<file path="src/hdl/sptc_pkg.sv">
package sptc_pkg;

    // Event codes carried in the kind field
    localparam logic [2:0] KIND_CONNECT    = 3'd0;
    localparam logic [2:0] KIND_DISCONNECT = 3'd1;
    localparam logic [2:0] KIND_FRAME_FROM = 3'd2;
    localparam logic [2:0] KIND_FRAME_TO   = 3'd3;
    localparam logic [2:0] KIND_CLEAR_CNT  = 3'd4;
    localparam logic [2:0] KIND_READ       = 3'd5;

    // Frames with fewer captured bytes than this are not counted
    localparam logic [15:0] MIN_CAPTURED = 16'd14;

    // Width that holds any slot number up to the largest table
    localparam int SLOT_EXT_W = 7;

    typedef enum logic [1:0] {
        S_IDLE,
        S_MATCH,
        S_RESOLVE,
        S_UPDATE
    } t_state;

    typedef struct packed {
        logic [2:0]  kind;
        logic [47:0] mac;
        logic [15:0] frame_length;
        logic [15:0] captured_length;
        logic [3:0]  slot_index;
    } t_evt;

    typedef struct packed {
        logic        hit;
        logic [3:0]  slot;
        logic [47:0] entry_mac;
        logic        entry_active;
        logic        entry_connected;
        logic [63:0] entry_bytes_sent;
        logic [63:0] entry_bytes_received;
        logic [31:0] entry_packets_sent;
        logic [31:0] entry_packets_received;
    } t_res;

    // One row of the counter memory
    typedef struct packed {
        logic [63:0] bytes_tx;
        logic [63:0] bytes_rcvd;
        logic [31:0] pkts_sent;
        logic [31:0] pkts_rcvd;
    } t_cnt;

endpackage

</file>
<file path="src/hdl/sptc_cnt_ram.sv">
module sptc_cnt_ram #(
    parameter int DEPTH  = 16,
    parameter int ADDR_W = 4
) (
    input  logic              i_clk,
    input  logic              i_rd_en,
    input  logic              i_wr_en,
    input  logic [ADDR_W-1:0] i_addr,
    input  sptc_pkg::t_cnt    i_wdata,
    output sptc_pkg::t_cnt    o_rdata
);

    sptc_pkg::t_cnt r_mem [DEPTH];
    sptc_pkg::t_cnt r_rdata;

    // Write one row
    always_ff @(posedge i_clk) begin
        if (i_wr_en) begin
            r_mem[i_addr] <= i_wdata;
        end
    end

    // Read one row, data valid the next cycle and held until the next read
    always_ff @(posedge i_clk) begin
        if (i_rd_en) begin
            r_rdata <= r_mem[i_addr];
        end
    end

    assign o_rdata = r_rdata;

endmodule

</file>
<file path="config.mk">
export PLATFORM = sky130hd
export DESIGN_NAME = sptc_cnt_ram
export DESIGN_NICKNAME = d
export VERILOG_FILES = /design/src/hdl/sptc_pkg.sv /design/src/hdl/sptc_cnt_ram.sv
export SDC_FILE = /design/constraint.sdc
export NUM_CORES = 2
export LEC_CHECK = 0
export BUFFER_PORTS_ARGS = -buffer_cell sky130_fd_sc_hd__buf_4
export CAP_MARGIN = 25
export CORE_UTILIZATION = 65
export DETAILED_ROUTE_END_ITERATION = 10
export GPL_ROUTABILITY_DRIVEN = 0
export GPL_TIMING_DRIVEN = 0
export PLACE_DENSITY = 0.83
export SLEW_MARGIN = 20
export SYNTH_ARGS = -nofsm -noshare
export SYNTH_HDL_FRONTEND = slang
export SYNTH_SLANG_ARGS = --single-unit
</file>
<file path="constraint.sdc">
create_clock -name i_clk -period 32.4 [get_ports i_clk]
set_clock_uncertainty 0.15 [all_clocks]
set_input_delay 6.48 -clock i_clk [delete_from_list [all_inputs] [get_ports i_clk]]
set_output_delay 6.48 -clock i_clk [all_outputs]
set_load 0.03 [all_outputs]
</file>
---- Word-level counts from Yosys, hierarchy flattened ----
Memories as Yosys holds them, arrays and structs flattened. A register that Yosys moved wholly into a read port is not among the register bits.
Cells that the tools add are included.
storage, ports and cells
  register bits ........................... 0
  RAM bits ................................ 3072
  memories ................................ 1
memory list
  name   words  bits a word  read ports  clocked after memory_dff  write ports  line                source
  r_mem  16     192          1           1                         1            sptc_cnt_ram.sv:13  sptc_pkg::t_cnt r_mem [DEPTH];
cells by class
  mux-type cells .......................... 2
operator list
  operator          count
  2-to-1 mux 1 bit  2

---- Logic depth before layout (Yosys ltp) ----
  depth in word-level cells ............... 2
  depth in mapped cells ................... 6
  mapped depth without buffers ............ 3

---- Worst setup path after synthesis ----
Ideal clock, no wire load.
  path kind ............................... input to register
  start point ............................. input i_addr[1]
  end point ............................... memory r_mem[0][0] (netlist name) (enable)
  setup time .............................. 0.979 ns
  arrival time ............................ 19.994 ns
  slack ................................... 11.277 ns
  cell stages on the path ................. 4
  buffers on the path ..................... 3
  path through ............................ buf_2 -> buf_2 -> buf_1 -> nor3_1
RTL lines
  element             line                source
  start: declaration  sptc_cnt_ram.sv:8   input logic [ADDR_W-1:0] i_addr,
  end: declaration    sptc_cnt_ram.sv:13
No word-level cell before the write port.

---- Final worst setup path ----
  start point ............................. input i_addr[1]
  end point ............................... memory r_mem[10][121] (netlist name) (enable)
No word-level cell before the write port.

==> flow_metrics.tcl <==
set metrics [dict create \
    antenna_found_initial 67 \
    hp-class "flop to flop" \
    run_status "completed" \
    seqCellArea_sq_um 98000 \
    ios 391 \
    critPathKind "primary input to flop" \
    fp-row-count 157 \
    drive_gt1_share_pct 32.4 \
    min_path_cells 3 \
    numCtsBuffers 323 \
    grt_max_degree 66 \
    synth_simple_gate_area_share_pct 0.710 \
    grt_first_pass_wirelength_um 487000 \
    die_w_um 432 \
    async_flop_share_pct 0 \
    cp-start-kind "primary input" \
    overflow 0 \
    fill_cells 8509 \
    fin_crit_sh_pct 33.0 \
    vias_per_cell 7.60 \
    ys_ff_latch 3264 \
    critPathCaptureType "flop" \
    cap_violations 0 \
    core-area_sq_um 183000 \
    area_growth_pct 17.2 \
    cts_tree "built" \
    cts_buffer_depth 4 \
    tightest_slew_ns 1.23 \
    synth_top_family_by_area "multiplexers" \
    clk_pin_slew_ns 0.06 \
    port_buffers 388 \
    drt_wl_total_um 368000 \
    ir_worst_vdd_v 0.0000714 \
    ys_types 17 \
    synth_fa_ha_area_share_pct 0 \
    synth-main-ff-cell "edfxtp_1" \
    cts_setup_buffers 0 \
    mostFrequentLayoutCells "3264 x edfxtp_1, 768 x mux4_2, 512 x buf_4" \
    cts_root_buf "clkbuf_16" \
    synth_compound_area_share_pct 2.40 \
    dp_hpwl_um 195000 \
    rsz0062_at_grt "no" \
    routedWlPerCell_um 42.6 \
    start_util_pct 65.5 \
    cts_hold_repair.buffers 0 \
    antenna_left 0 \
    post-route-util_pct 76.8 \
    fmax_mhz 93.5 \
    synthTopCellsByArea "edfxtp_1 82%, mux4_2 14%, a22oi_1 2.4%" \
    firstDrtPassIters 8 \
    drtIter0Drc 12300 \
    clock_latency_ns 0.98 \
    grt_pass1_vias 64500 \
    fin_setup_tns_ns 0 \
    layout_commonest_cell "edfxtp_1" \
    dieArea_sq_um 187000 \
    synth.yosys.warnings 0 \
    synthMuxAreaShare_pct 14.4 \
    crit_required_ns 32.88 \
    cp_max_fo 21 \
    timing.reg2reg.worst_path_depth 3 \
    fin_nets 6081 \
    h-tree-depth 5 \
    hold_ws_ns 0.588 \
    num_vias 65600 \
    synth_nets 5090 \
    die_h_um 432 \
    syn_inst 4891 \
    drv_slew 0 \
    leakagePower_uw 0.0456 \
    avgSynthCellArea_sq_um 24.6 \
    netlist_area_sq_um 120000 \
    synth_top_area_cell "edfxtp_1" \
    arrival_ns 11.17 \
    synth_seq_area_share_pct 81.5 \
    cts_resized 0 \
    synthXorXnorAreaFrac_pct 0 \
    drc_errors 0 \
    setup-violations-final 0 \
    track_usage_pct 38.0 \
    period_needed_ns 10.69 \
    relSlewSlack_pct 17.4 \
    synth-edff-count 3264 \
    regToRegSetupSlack_ns 30.34 \
    power_density_nw_per_um2 64.0 \
    hold_violations 0 \
    clock-sinks 3264 \
    multiInputGateArea_sq_um 21100 \
    synth_top_area_share_pct 81.5 \
]
-- flip-flops by register name (all words and copies together) (netlist names) --
register,count
o_rdata,192
r_mem,3072
-- final timing paths --
kind	from	to
max	i_addr[1]	r_mem[10][121]
min	r_mem[14][127]	o_rdata[127]
max reg2reg	r_mem[8][0]	o_rdata[0]
min reg2reg	r_mem[14][127]	o_rdata[127]
-- stage by stage --
| stage | instances | total power (uW) | setup slack [ns] | cell area [sq um] |
|---|---|---|---|---|
| after floorplan | 4891 | 5150 | 11.28 | 120000 |
| after global placement | 7743 | 5370 | -5.59 | 126000 |
| after detailed placement | 8021 | 5380 | 21.21 | 131000 |
| after CTS | 8572 | 8980 | 21.99 | 141000 |
| after global routing | 8620 | 9160 | 21.83 | 141000 |
| final | 8630 | 9020 | 21.71 | 141000 |
-- cells in the mapped netlist, types with 2 or more instances --
library cell and count:
mux4_2 768, a22oi_1 384, clkbuf_1 97, nor2b_1 2
buf_2 66, nor3_1 4, edfxtp_1 3264, nor2_1 13
buf_6 2, buf_1 64, buf_4 27, nand2b_1 2
nand2_1 193, nand3b_1 2
-- cell type report --
cell class	instances	share of cell area, %
clock buffers	387	6.04
plain buffers	256	0.830
multi-input cells	1371	15.0
repair buffers	666	5.29
flip-flops and latches	3264	69.6
well taps	2464	2.19
diodes	58	0.103
clock inverters	164	0.970
-- worst max-delay path, stage by stage --
cell      delay, ns
buf_2          0.35
buf_2          0.56
buf_1          0.77
nand2b_1       0.53
nor2_4         0.89
buf_12         0.29
buf_16         0.21
buf_12         0.23
buf_12         0.23
buf_12         0.26
buf_12         0.24
-- where the power goes --
part           internal [uW]  switching, uW  total [uW]
sequential              4760           47.2        4800
combinational            195            341         535
clock                   2050           1630        3680
-- cells by family after synthesis --
family,after synthesis
AO/OA/AOI/OAI,384
buffers and inverters,256
flip-flops,3264
multiplexers,768
AND/OR/NAND/NOR,219
-- metal layers --
layer,track usage (%),vias up,share of wire [%]
li1,-,23200,-
met5,0,-,0.057
met3,8.23,1717,13
met4,26.9,32,8.9
met1,47.6,33100,30
met2,60.1,7549,48
Power figures use the tool's default switching activity.
